### src/sv/sst_pkg.sv
// Shared types, register map and constants for the servo sweep tester.
`default_nettype none

package sst_pkg;

    localparam int WORD_W  = 16;
    localparam int STEP_W  = 4;
    localparam int SHIFT_W = 4;
    localparam int LED_W   = 4;
    localparam int IDX_W   = 3;
    localparam int APB_AW  = 5;
    localparam int APB_DW  = 32;

    // Register map, one 32-bit word per register.
    typedef enum logic [IDX_W-1:0] {
        REG_PERIOD_TICKS   = 3'd0,
        REG_BASE_WIDTH     = 3'd1,
        REG_WIDTH_SPAN     = 3'd2,
        REG_DEBOUNCE_LIMIT = 3'd3,
        REG_LONG_LIMIT     = 3'd4,
        REG_SWEEP_SHIFT    = 3'd5
    } reg_idx_t;

    localparam logic [WORD_W-1:0]  RST_PERIOD_TICKS   = 16'd20000;
    localparam logic [WORD_W-1:0]  RST_BASE_WIDTH     = 16'd1000;
    localparam logic [WORD_W-1:0]  RST_WIDTH_SPAN     = 16'd1000;
    localparam logic [WORD_W-1:0]  RST_DEBOUNCE_LIMIT = 16'd10;
    localparam logic [WORD_W-1:0]  RST_LONG_LIMIT     = 16'd200;
    localparam logic [SHIFT_W-1:0] RST_SWEEP_SHIFT    = 4'd14;

    localparam logic [WORD_W-1:0] PRESS_MAX     = 16'hffff;
    localparam logic [7:0]        BLINK_ON_AT   = 8'h00;
    localparam logic [7:0]        BLINK_OFF_AT  = 8'h10;
    localparam logic [STEP_W-1:0] HIGH_STEP_MIN = 4'd3;

    typedef struct packed {
        logic [WORD_W-1:0]  period_ticks;
        logic [WORD_W-1:0]  base_width;
        logic [WORD_W-1:0]  width_span;
        logic [WORD_W-1:0]  debounce_limit;
        logic [WORD_W-1:0]  long_limit;
        logic [SHIFT_W-1:0] sweep_shift;
    } cfg_t;

    typedef struct packed {
        logic button_down;
        logic loop_step;
        logic press_step;
    } item_t;

    typedef struct packed {
        logic              servo_pulse;
        logic [LED_W-1:0]  bar_leds;
        logic              high_led;
        logic              low_led;
        logic              indicator_led;
        logic              output_enabled;
        logic [STEP_W-1:0] sweep_position;
    } result_t;

    // Step zero lights nothing; step s lights the low ((s-1) mod 4)+1 LEDs.
    function automatic logic [LED_W-1:0] led_pattern(input logic [STEP_W-1:0] s);
        logic [STEP_W-1:0] sm1;
        logic [LED_W-1:0]  pat;
        sm1 = s - 4'd1;
        case (sm1[1:0])
            2'd0:    pat = 4'b0001;
            2'd1:    pat = 4'b0011;
            2'd2:    pat = 4'b0111;
            default: pat = 4'b1111;
        endcase
        if (s == '0) begin
            pat = '0;
        end
        return pat;
    endfunction

endpackage

`default_nettype wire

### src/sv/sst_cfg_regs.sv
// APB register file holding the tester's configuration.
`default_nettype none

module sst_cfg_regs
    import sst_pkg::*;
(
    input  wire logic              aclk,
    input  wire logic              aresetn,
    input  wire logic              psel,
    input  wire logic              penable,
    input  wire logic              pwrite,
    input  wire logic [APB_AW-1:0] paddr,
    input  wire logic [APB_DW-1:0] pwdata,
    output logic      [APB_DW-1:0] prdata,
    output logic                   pready,
    output cfg_t                   cfg
);

    cfg_t     cfg_reg;
    logic     wr_en;
    reg_idx_t idx;

    assign pready = 1'b1;
    assign wr_en  = psel && penable && pwrite;
    assign idx    = reg_idx_t'(paddr[APB_AW-1:2]);
    assign cfg    = cfg_reg;

    always_ff @(posedge aclk) begin
        if (!aresetn) begin
            cfg_reg.period_ticks   <= RST_PERIOD_TICKS;
            cfg_reg.base_width     <= RST_BASE_WIDTH;
            cfg_reg.width_span     <= RST_WIDTH_SPAN;
            cfg_reg.debounce_limit <= RST_DEBOUNCE_LIMIT;
            cfg_reg.long_limit     <= RST_LONG_LIMIT;
            cfg_reg.sweep_shift    <= RST_SWEEP_SHIFT;
        end else if (wr_en) begin
            case (idx)
                REG_PERIOD_TICKS:   cfg_reg.period_ticks   <= pwdata[WORD_W-1:0];
                REG_BASE_WIDTH:     cfg_reg.base_width     <= pwdata[WORD_W-1:0];
                REG_WIDTH_SPAN:     cfg_reg.width_span     <= pwdata[WORD_W-1:0];
                REG_DEBOUNCE_LIMIT: cfg_reg.debounce_limit <= pwdata[WORD_W-1:0];
                REG_LONG_LIMIT:     cfg_reg.long_limit     <= pwdata[WORD_W-1:0];
                REG_SWEEP_SHIFT:    cfg_reg.sweep_shift    <= pwdata[SHIFT_W-1:0];
                default: ;
            endcase
        end
    end

    always_comb begin
        prdata = '0;
        case (idx)
            REG_PERIOD_TICKS:   prdata[WORD_W-1:0]  = cfg_reg.period_ticks;
            REG_BASE_WIDTH:     prdata[WORD_W-1:0]  = cfg_reg.base_width;
            REG_WIDTH_SPAN:     prdata[WORD_W-1:0]  = cfg_reg.width_span;
            REG_DEBOUNCE_LIMIT: prdata[WORD_W-1:0]  = cfg_reg.debounce_limit;
            REG_LONG_LIMIT:     prdata[WORD_W-1:0]  = cfg_reg.long_limit;
            REG_SWEEP_SHIFT:    prdata[SHIFT_W-1:0] = cfg_reg.sweep_shift;
            default:            prdata = '0;
        endcase
    end

endmodule

`default_nettype wire

### src/sv/sst_width.sv
// Pulse width for a sweep step: base + span*step/SWEEP_STEPS, saturated.
`default_nettype none

module sst_width
    import sst_pkg::*;
#(
    parameter int SWEEP_STEPS = 8
) (
    input  wire logic [STEP_W-1:0] step,
    input  wire logic [WORD_W-1:0] base_width,
    input  wire logic [WORD_W-1:0] width_span,
    output logic      [WORD_W-1:0] width
);

    // Division by SWEEP_STEPS is a multiply by a rounded-up reciprocal. With
    // span*step below 2^20 and 24 fraction bits the floor is exact.
    localparam int FRAC_BITS = 24;
    localparam int SCALE_W   = FRAC_BITS + 1;
    localparam int PROD_W    = WORD_W + SCALE_W;
    localparam longint RECIP_L =
        ((longint'(1) << FRAC_BITS) + longint'(SWEEP_STEPS) - 1) / longint'(SWEEP_STEPS);
    localparam logic [SCALE_W-1:0] RECIP = SCALE_W'(RECIP_L);

    logic [SCALE_W-1:0] scale;
    logic [PROD_W-1:0]  prod;
    logic [WORD_W-1:0]  quot;
    logic [WORD_W:0]    sum;

    always_comb begin
        // step never exceeds SWEEP_STEPS, so step*RECIP stays below 2^25.
        scale = SCALE_W'({{(SCALE_W-STEP_W){1'b0}}, step} * RECIP);
        prod  = PROD_W'({{SCALE_W{1'b0}}, width_span} * {{WORD_W{1'b0}}, scale});
        quot  = prod[FRAC_BITS +: WORD_W];
        sum   = {1'b0, base_width} + {1'b0, quot};
        width = sum[WORD_W] ? PRESS_MAX : sum[WORD_W-1:0];
    end

endmodule

`default_nettype wire

### src/sv/sst_core.sv
// Tester state and its per-tick update: button qualifier, sweep, period counter.
`default_nettype none

module sst_core
    import sst_pkg::*;
#(
    parameter int SWEEP_STEPS = 8
) (
    input  wire logic    aclk,
    input  wire logic    aresetn,
    input  wire logic    en,
    input  wire item_t   item,
    input  wire cfg_t    cfg,
    output result_t      res
);

    logic              output_on_reg,   output_on_next;
    logic [STEP_W-1:0] sweep_step_reg,  sweep_step_next;
    logic [WORD_W-1:0] pulse_width_reg, pulse_width_next;
    logic [LED_W-1:0]  led_pattern_reg, led_pattern_next;
    logic              high_flag_reg,   high_flag_next;
    logic [WORD_W-1:0] loop_ticks_reg,  loop_ticks_next;
    logic [WORD_W-1:0] press_count_reg, press_count_next;
    logic              button_prev_reg, button_prev_next;
    logic [WORD_W-1:0] frame_count_reg, frame_count_next;
    logic              blink_on_reg,    blink_on_next;
    logic              indicator_reg,   indicator_next;

    logic [STEP_W:0]   step_inc;
    logic [STEP_W-1:0] step_adv;
    logic [WORD_W-1:0] adv_width;
    logic [WORD_W-1:0] tick_mask;
    logic              sweep_due;
    logic [WORD_W-1:0] frame_mid;
    logic              pulse;

    assign step_inc  = {1'b0, sweep_step_reg} + 5'd1;
    assign step_adv  = (step_inc > (STEP_W+1)'(SWEEP_STEPS)) ? '0 : step_inc[STEP_W-1:0];
    assign tick_mask = ~({WORD_W{1'b1}} << cfg.sweep_shift);
    assign sweep_due = (loop_ticks_reg & tick_mask) == '0;

    sst_width #(
        .SWEEP_STEPS(SWEEP_STEPS)
    ) u_width (
        .step      (step_adv),
        .base_width(cfg.base_width),
        .width_span(cfg.width_span),
        .width     (adv_width)
    );

    always_comb begin
        output_on_next   = output_on_reg;
        sweep_step_next  = sweep_step_reg;
        pulse_width_next = pulse_width_reg;
        led_pattern_next = led_pattern_reg;
        high_flag_next   = high_flag_reg;
        loop_ticks_next  = loop_ticks_reg;
        press_count_next = press_count_reg;
        blink_on_next    = blink_on_reg;
        indicator_next   = indicator_reg;
        frame_mid        = frame_count_reg;

        if (item.button_down) begin
            if (item.press_step) begin
                if (press_count_reg == cfg.long_limit) begin
                    indicator_next = 1'b1;
                end
                if (press_count_reg != PRESS_MAX) begin
                    press_count_next = press_count_reg + 16'd1;
                end
            end
        end else begin
            if (button_prev_reg) begin
                if (press_count_reg > cfg.debounce_limit) begin
                    if (press_count_reg > cfg.long_limit) begin
                        output_on_next = ~output_on_reg;
                        indicator_next = 1'b0;
                    end
                    if (output_on_next) begin
                        frame_mid        = '0;
                        pulse_width_next = '0;
                    end else begin
                        led_pattern_next = '0;
                        high_flag_next   = 1'b0;
                    end
                end
                press_count_next = '0;
            end
            if (item.loop_step) begin
                if (output_on_next && sweep_due) begin
                    sweep_step_next  = step_adv;
                    pulse_width_next = adv_width;
                    led_pattern_next = led_pattern(step_adv);
                    high_flag_next   = step_adv > HIGH_STEP_MIN;
                end
                indicator_next = 1'b1;
                if (loop_ticks_reg[7:0] == BLINK_ON_AT) begin
                    blink_on_next = 1'b1;
                end
                if (loop_ticks_reg[7:0] == BLINK_OFF_AT) begin
                    blink_on_next = 1'b0;
                end
                loop_ticks_next = loop_ticks_reg + 16'd1;
            end
        end
        button_prev_next = item.button_down;

        pulse = output_on_next && (frame_mid < pulse_width_next);

        frame_count_next = frame_mid;
        if (output_on_next) begin
            if ((cfg.period_ticks != '0) && (frame_mid >= cfg.period_ticks - 16'd1)) begin
                frame_count_next = '0;
            end else begin
                frame_count_next = frame_mid + 16'd1;
            end
        end

        res.servo_pulse    = pulse;
        res.bar_leds       = blink_on_next ? led_pattern_next : '0;
        res.high_led       = blink_on_next && high_flag_next;
        res.low_led        = blink_on_next;
        res.indicator_led  = indicator_next;
        res.output_enabled = output_on_next;
        res.sweep_position = sweep_step_next;
    end

    always_ff @(posedge aclk) begin
        if (!aresetn) begin
            output_on_reg   <= 1'b0;
            sweep_step_reg  <= '0;
            pulse_width_reg <= '0;
            led_pattern_reg <= '0;
            high_flag_reg   <= 1'b0;
            loop_ticks_reg  <= '0;
            press_count_reg <= '0;
            button_prev_reg <= 1'b0;
            frame_count_reg <= '0;
            blink_on_reg    <= 1'b0;
            indicator_reg   <= 1'b0;
        end else if (en) begin
            output_on_reg   <= output_on_next;
            sweep_step_reg  <= sweep_step_next;
            pulse_width_reg <= pulse_width_next;
            led_pattern_reg <= led_pattern_next;
            high_flag_reg   <= high_flag_next;
            loop_ticks_reg  <= loop_ticks_next;
            press_count_reg <= press_count_next;
            button_prev_reg <= button_prev_next;
            frame_count_reg <= frame_count_next;
            blink_on_reg    <= blink_on_next;
            indicator_reg   <= indicator_next;
        end
    end

endmodule

`default_nettype wire

### src/sv/servo_sweep_tester.sv
// Servo sweep tester: a result transaction for each accepted tick.
// One input transaction is accepted every cycle while results are taken; a stalled
// result holds the input register and drops s_ready in the same cycle.
// Throughput is set by the state update, whose longest path is the
// pulse width multiply, add and compare against the period counter.
// aresetn is synchronous and active low; it empties both stages, clears the tester
// state and loads the configuration registers with their defaults.
`default_nettype none

module servo_sweep_tester
    import sst_pkg::*;
#(
    parameter int SWEEP_STEPS = 8
) (
    input  wire logic              aclk,
    input  wire logic              aresetn,

    input  wire logic              psel,
    input  wire logic              penable,
    input  wire logic              pwrite,
    input  wire logic [APB_AW-1:0] paddr,
    input  wire logic [APB_DW-1:0] pwdata,
    output logic      [APB_DW-1:0] prdata,
    output logic                   pready,

    input  wire logic              s_valid,
    output logic                   s_ready,
    input  wire logic              s_button_down,
    input  wire logic              s_loop_step,
    input  wire logic              s_press_step,

    output logic                   m_valid,
    input  wire logic              m_ready,
    output logic                   m_servo_pulse,
    output logic      [LED_W-1:0]  m_bar_leds,
    output logic                   m_high_led,
    output logic                   m_low_led,
    output logic                   m_indicator_led,
    output logic                   m_output_enabled,
    output logic      [STEP_W-1:0] m_sweep_position
);

    // The design has two registers in the data path. The input register
    // captures each accepted transaction; the tick is then applied to the
    // tester state and the resulting outputs are loaded into
    // the result register. Both advance together whenever the result
    // register is empty or being drained. A result that waits for m_ready
    // keeps the stored tick in the input register, so s_ready drops until
    // the result is taken.

    cfg_t    cfg;
    item_t   item_reg;
    logic    in_valid_reg;
    result_t res;
    result_t res_reg;
    logic    out_valid_reg;
    logic    advance;

    sst_cfg_regs u_cfg (
        .aclk   (aclk),
        .aresetn(aresetn),
        .psel   (psel),
        .penable(penable),
        .pwrite (pwrite),
        .paddr  (paddr),
        .pwdata (pwdata),
        .prdata (prdata),
        .pready (pready),
        .cfg    (cfg)
    );

    // The stored tick moves on when there is room in the result register.
    assign advance = in_valid_reg && (!out_valid_reg || m_ready);
    assign s_ready = !in_valid_reg || advance;

    always_ff @(posedge aclk) begin
        if (!aresetn) begin
            in_valid_reg <= 1'b0;
        end else if (s_ready) begin
            in_valid_reg <= s_valid;
        end
    end

    // The input payload needs no reset; it is qualified by in_valid_reg.
    always_ff @(posedge aclk) begin
        if (s_valid && s_ready) begin
            item_reg.button_down <= s_button_down;
            item_reg.loop_step   <= s_loop_step;
            item_reg.press_step  <= s_press_step;
        end
    end

    // The core updates its state only when the tick is actually consumed,
    // so a stalled tick is never applied twice.
    sst_core #(
        .SWEEP_STEPS(SWEEP_STEPS)
    ) u_core (
        .aclk   (aclk),
        .aresetn(aresetn),
        .en     (advance),
        .item   (item_reg),
        .cfg    (cfg),
        .res    (res)
    );

    always_ff @(posedge aclk) begin
        if (!aresetn) begin
            out_valid_reg <= 1'b0;
        end else if (advance) begin
            out_valid_reg <= 1'b1;
        end else if (m_ready) begin
            out_valid_reg <= 1'b0;
        end
    end

    always_ff @(posedge aclk) begin
        if (advance) begin
            res_reg <= res;
        end
    end

    assign m_valid          = out_valid_reg;
    assign m_servo_pulse    = res_reg.servo_pulse;
    assign m_bar_leds       = res_reg.bar_leds;
    assign m_high_led       = res_reg.high_led;
    assign m_low_led        = res_reg.low_led;
    assign m_indicator_led  = res_reg.indicator_led;
    assign m_output_enabled = res_reg.output_enabled;
    assign m_sweep_position = res_reg.sweep_position;

endmodule

`default_nettype wire

### config.mk
export PLATFORM = sky130hd
export DESIGN_NAME = servo_sweep_tester
export DESIGN_NICKNAME = d
export VERILOG_FILES = /design/src/sv/sst_pkg.sv /design/src/sv/sst_cfg_regs.sv /design/src/sv/sst_width.sv /design/src/sv/sst_core.sv /design/src/sv/servo_sweep_tester.sv
export SDC_FILE = /design/constraint.sdc
export NUM_CORES = 1
export LEC_CHECK = 0
export ABC_AREA = 1
export BUFFER_PORTS_ARGS = -buffer_cell sky130_fd_sc_hd__buf_2
export CAP_MARGIN = 20
export CORE_AREA = 3 3 153 155
export CTS_BUF_LIST = sky130_fd_sc_hd__clkbuf_8
export CTS_CLUSTER_DIAMETER = 50
export DETAILED_ROUTE_END_ITERATION = 7
export DIE_AREA = 0 0 156 158
export GPL_ROUTABILITY_DRIVEN = 0
export GPL_TIMING_DRIVEN = 1
export PLACE_DENSITY_LB_ADDON = 0.25
export SLEW_MARGIN = 20
export SYNTH_ARGS = -nofsm -noshare
export SYNTH_HDL_FRONTEND = slang
export SYNTH_SLANG_ARGS = --single-unit
### constraint.sdc
create_clock -name aclk -period 6.95 [get_ports aclk]
set_input_delay 1.39 -clock aclk [delete_from_list [all_inputs] [get_ports aclk]]
set_output_delay 1.39 -clock aclk [all_outputs]
set_load 0.02 [all_outputs]
Word level (Yosys, flattened, before mapping)
Cells that the tools add are included.
{"block": "totals", "ff_bits": 179, "latchBits": 0, "mem_bits_rw": 0, "mem_bits_ro": 0, "wordCells": 146, "memories": 0}
{"block": "op_classes", "n_addsub": 7, "multipliers": 1, "div": 0, "magnitude_cmp": 6, "n_eq_ne": 12, "shift": 1, "mux": 58, "bitwise_logic": 4, "n_reduce_logical": 28}
{"op": "2-to-1 mux 16 bit", "count": 17}
{"op": "case mux 12 bit (5 select lines)", "count": 1}
{"op": "adder 16 x 1 -> 16 bit (second input constant)", "count": 3}
{"op": "2-to-1 mux 4 bit", "count": 11}
{"op": "> comparator 16 bit", "count": 2}
{"op": "2-to-1 mux 1 bit", "count": 27}
{"op": "case mux 4 bit (6 select lines)", "count": 1}
{"op": "multiplier 16 x 4 -> 19 bit", "count": 1}
{"op": "adder 16 x 16 -> 17 bit", "count": 1}
{"op": "AND 16 bit", "count": 1}
{"op": "equality test 16 bit", "count": 1}
{"op": "greater-or-equal comparator 16 bit", "count": 1}
{"op": "zero test 16 bit", "count": 1}
{"op": "< comparator 16 bit", "count": 1}
{"op": "inequality test 16 bit (second input constant)", "count": 1}
{"op": "inverter 16 bit", "count": 1}
{"op": "nonzero test 16 bit", "count": 1}
{"op": "left shift 16 x 4 -> 16 bit (first input constant)", "count": 1}
{"op": "subtractor 16 x 1 -> 16 bit (second input constant)", "count": 1}
{"op": "case mux 4 bit (3 select lines)", "count": 1}
{"op": "AND reduction 2 bit", "count": 6}
{"op": "equality test 8 x 5 -> 1 bit (second input constant)", "count": 1}
{"op": "logical AND 1 bit", "count": 8}
{"op": "zero test 8 bit", "count": 1}
{"op": "20 further kinds", "count": 26}

Longest topological paths before layout
{"block": "depth", "word_depth": 14, "mapped_depth": 46}

Cells and area by module
From an unflattened synthesis, not the netlist that was laid out.
{"block": "unflattened", "cells_unflattened": 2203, "area_unflattened_um2": 14356.3}
{"mod": "sst_core", "n_inst": 1, "cells_per_inst": 972, "area_each_um2": 6418.7}
{"mod": "sst_cfg_regs", "n_inst": 1, "cells_per_inst": 673, "area_each_um2": 4287.9}
{"mod": "sst_width", "n_inst": 1, "cells_per_inst": 529, "area_each_um2": 3074.2}
{"mod": "servo_sweep_tester", "n_inst": 1, "cells_per_inst": 29, "area_each_um2": 575.6}

Worst setup path after synthesis
OpenSTA, ideal clock, no wires.
{"block": "synth_path", "path_kind": "reg2reg", "from": "reg u_core.sweep_step_reg[0]", "to": "reg res_reg (netlist bit m_servo_pulse), data pin", "setup_ns": 0.146, "arrival_time_ns": 6.367, "required_ns": 6.804, "path_slack_ns": 0.437, "stages_incl_launch_ff": 44, "n_path_buf": 1, "cell_sequence": "dfxtp_1 ha_1 xor2_1 inv_1 nand2_1 nor2_1 nand2_1 clkbuf_1 nor2_1 fa_1 inv_1 fa_1 inv_1 ha_1 nand2_1 nand2_1 a31oi_1 o211ai_1 [8 not listed] a31oi_1 xor2_1 ha_1 a21oi_1 nand2_1 a21oi_1 nand2_1 o31ai_1 nand2_1 o21ai_0 ha_1 nand2_1 inv_1 nand3_1 a31oi_1 a2111oi_0 nand2_1 a21oi_1"}
{"element": "from (decl)", "line": "sst_core.sv:18", "source": "logic [STEP_W-1:0] sweep_step_reg, sweep_step_next;"}
{"element": "from (signal assigned)", "line": "sst_core.sv:143", "source": "sweep_step_reg <= sweep_step_next;"}
{"element": "to (signal assigned)", "line": "servo_sweep_tester.sv:118", "source": "res_reg <= res;"}
{"element": "to (decl)", "line": "servo_sweep_tester.sv:55", "source": "result_t res_reg;"}

==> results.ini <==
[run_status]
run_status = finished clean

[global_route]
grt_pass1_vias = 11000
grt_pass1_wl_um = 54500
grt_util_all_layers_pct = 27.5
antenna_found_initial = 0
grt_max_degree = 82
grt_overflow = 0

[final_layout]
register_area_um2 = 3730
fill_cells = 1955
multi_input_area_um2 = 7960
nNetsFinal = 1999
final_common_cell = nand2_1
final_cell_mix = nand2_1 (283), inv_1 (253), nor2_1 (160)
syn_to_final_growth_pct = 11.2
num_antenna_cells = 0
drive_gt1_share_pct = 13.3
fin_util_pct = 63.8
largest_register_ffs = 84

[synth]
yosys_warnings = 0
synth_top_family_by_area = simple AND/OR/NAND/NOR gates
ys_seq_area_share_pct = 29.6
synth_seq_cells = 178
synthAdderAreaFrac_pct = 15.3
muxShareOfSynthArea_pct = 0
netlist_instances = 1757
postSynthAreaPerCell_um2 = 7.17
synth_edf_count = 16
synth_simple_gate_area_share_pct = 21.4
synth-main-ff-cell = dfxtp_1
synthArstFlopShare_pct = 0
synth_compound_area_share_pct = 19.4
syn_area_um2 = 12600
yosys.area_share.xor_xnor_pct = 3.41
synthDistinctLibCells = 55

[power_and_ir_drop]
powerDensity_nw_per_um2 = 183
power.internal_uw = 1650
vdd_drop_max_uv = 154
power_frac_seq_pct = 41.6
combPwrFrac_pct = 30.4
leakage_uw = 0.00645
swShare_pct = 35.4
pwr-share-clk_pct = 28.0
power_switching_uw = 906

[critical_path]
arrival_ns = 6.96
critical-path-top-delay-family = adder cells
setup.worst_path.class = flip-flop to flip-flop
reg2reg_depth = 38
cp.required_ns = 7.28
path_max_fanout = 5
crit_top_cell = nand2_2
startpoint_type = flip-flop
r2r_end = m_servo_pulse
end_kind = flip-flop
startpoint = u_core.sweep_step_reg[0]
r2r_start = u_core.sweep_step_reg[0]
cpPeakStageDelay_ns = 0.58
endpoint = m_servo_pulse
reg2reg_slack_ns = 0.32
crit_buf_inv = 5
cp_slowest_cell = fa_1
path_depth = 38

[routing]
dr.pass1.iters = 5
vias_per_cell = 5.65
drt_iter0_drc = 1056
wl_per_cell_um = 16.3
drc = 0
vias = 11900
ant_nets = 0
routed_wl_um = 34300

[sta]
fin_worst_skew_ns = 0.0172
fmax_mhz = 151
drv_slew = 0
tightest_slew_ns = 0.738
setup_viol = 0
final.setup.tns_ns = 0
finalCriticalPeriod_ns = 6.63
period_share_pct = 95.4
relSlewSlack_pct = 50.8
hold_viol = 0

[clock_network]
cts_hold_buffers = 0
clock_sinks = 178
numCtsBuffers = 17
clk_pin_slew_ns = 0.10
cts_tree = built
clk_path_buf_depth = 2
clock_latency_ns = 0.49
cts-root-buf = clkbuf_8
cts_max_level = 4

[floorplanning]
ios = 95
die_h_um = 158
coreArea_um2 = 22000
dieArea_um2 = 24600
die_x_um = 156
start_util_pct = 57.3
row_count = 54

[placed_design]
dp_hpwl_um = 26000
port_buffers = 59

[min_path]
worstHoldPathType = flip-flop to flip-flop

[run]
maxCapViolCount = 0

cells by family (layout without fill, tap and decap cells):
kind of cell,Yosys count,in the layout
AOI/OAI and AO/OA,441,441
xor gates and xnor gates,49,49
adders and majority gates,137,137
buffers and inverters,340,396
DFF,178,178
other,2,17
and+or+nand+nor,610,610
power by group through the flow:
stage          logic (uW)  registers [uW]  clock network (uW)
2_1_floorplan         440            1090                   0
3_3_place_gp          599            1090                   0
3_5_place_dp          613            1090                   0
4_1_cts               616            1060                 726
5_1_grt               850            1070                 768
6_report              780            1060                 717
metrics by stage:
stage                     hold slack, ns  instance area (um^2)  instances  setup slack [ns]  total power (uW)
after floorplan                    0.423                 12600       1772             0.437              1530
after global placement             0.441                 13100       2060            0.0179              1690
after detailed placement           0.447                 13100       2060           -0.0676              1700
after CTS                          0.462                 13500       2092           0.00380              2410
after global routing               0.497                 14000       2108           -0.0775              2680
final                              0.466                 14000       2108             0.323              2560
layer usage:
metal | part of all wire [%] | routed length (um) | global-route usage, % | vias up
met1 | 44 | 15000 | 36.8 | 5432
met3 | 7.3 | 2500 | 4.92 | 85
met2 | 45 | 15600 | 44.9 | 472
li1 | - | - | - | 5925
met4 | 3.6 | 1240 | 9.80 | 0
met5 | 0 | 0 | 0 | -
synthesized netlist by cell type (5+ instances only):
library cell / instances / share of area (%)
nand3_2: 9 / 0.72
nor2_2: 7 / 0.35
nand3_1: 72 / 2.9
o31ai_1: 9 / 0.54
a211oi_1: 5 / 0.30
nand2_1: 293 / 8.7
nor2_1: 163 / 4.9
nand4_1: 14 / 0.70
inv_1: 260 / 7.8
nor3_1: 24 / 0.95
xnor2_1: 14 / 0.97
dfxtp_1: 162 / 26
fa_1: 29 / 4.6
o21ai_0: 172 / 6.8
clkbuf_1: 42 / 1.3
inv_2: 10 / 0.30
a221oi_1: 15 / 1.0
o22ai_1: 24 / 1.2
o211ai_1: 16 / 0.95
buf_4: 19 / 1.1
xor2_1: 35 / 2.4
o21ai_1: 14 / 0.56
a21oi_1: 159 / 6.3
edfxtp_1: 16 / 3.8
a31oi_1: 9 / 0.45
ha_1: 108 / 11
area by class of cell:
class / count / area share (%)
multi-input combinational: 1254 / 56.8
sequential: 178 / 26.6
inverter: 270 / 7.24
timing repair buffer: 94 / 4.09
tap: 280 / 2.50
clock buffer: 17 / 1.67
clock inverter: 15 / 1.02
how the worst min path moves through the flow:
stage | slack, ns | depth (start not counted) | endpoint | startpoint
after floorplan | 0.42 | 1 | u_core.loop_ticks_reg[14] | u_core.loop_ticks_reg[14]
after global placement | 0.44 | 1 | u_core.loop_ticks_reg[14] | u_core.loop_ticks_reg[14]
after detailed placement | 0.45 | 1 | u_core.loop_ticks_reg[14] | u_core.loop_ticks_reg[14]
after CTS | 0.46 | 1 | u_core.loop_ticks_reg[14] | u_core.loop_ticks_reg[14]
after global routing | 0.50 | 2 | u_core.frame_count_reg[12] | u_core.frame_count_reg[12]
final | 0.47 | 1 | u_core.loop_ticks_reg[14] | u_core.loop_ticks_reg[14]
what timing repair did:
action,CTS,global route
pin swaps,1,42
buffers inserted,0,15
setup endpoints to repair,1,1
resized for setup,7,94
Note: power is estimated with default switching activity, not from simulation.
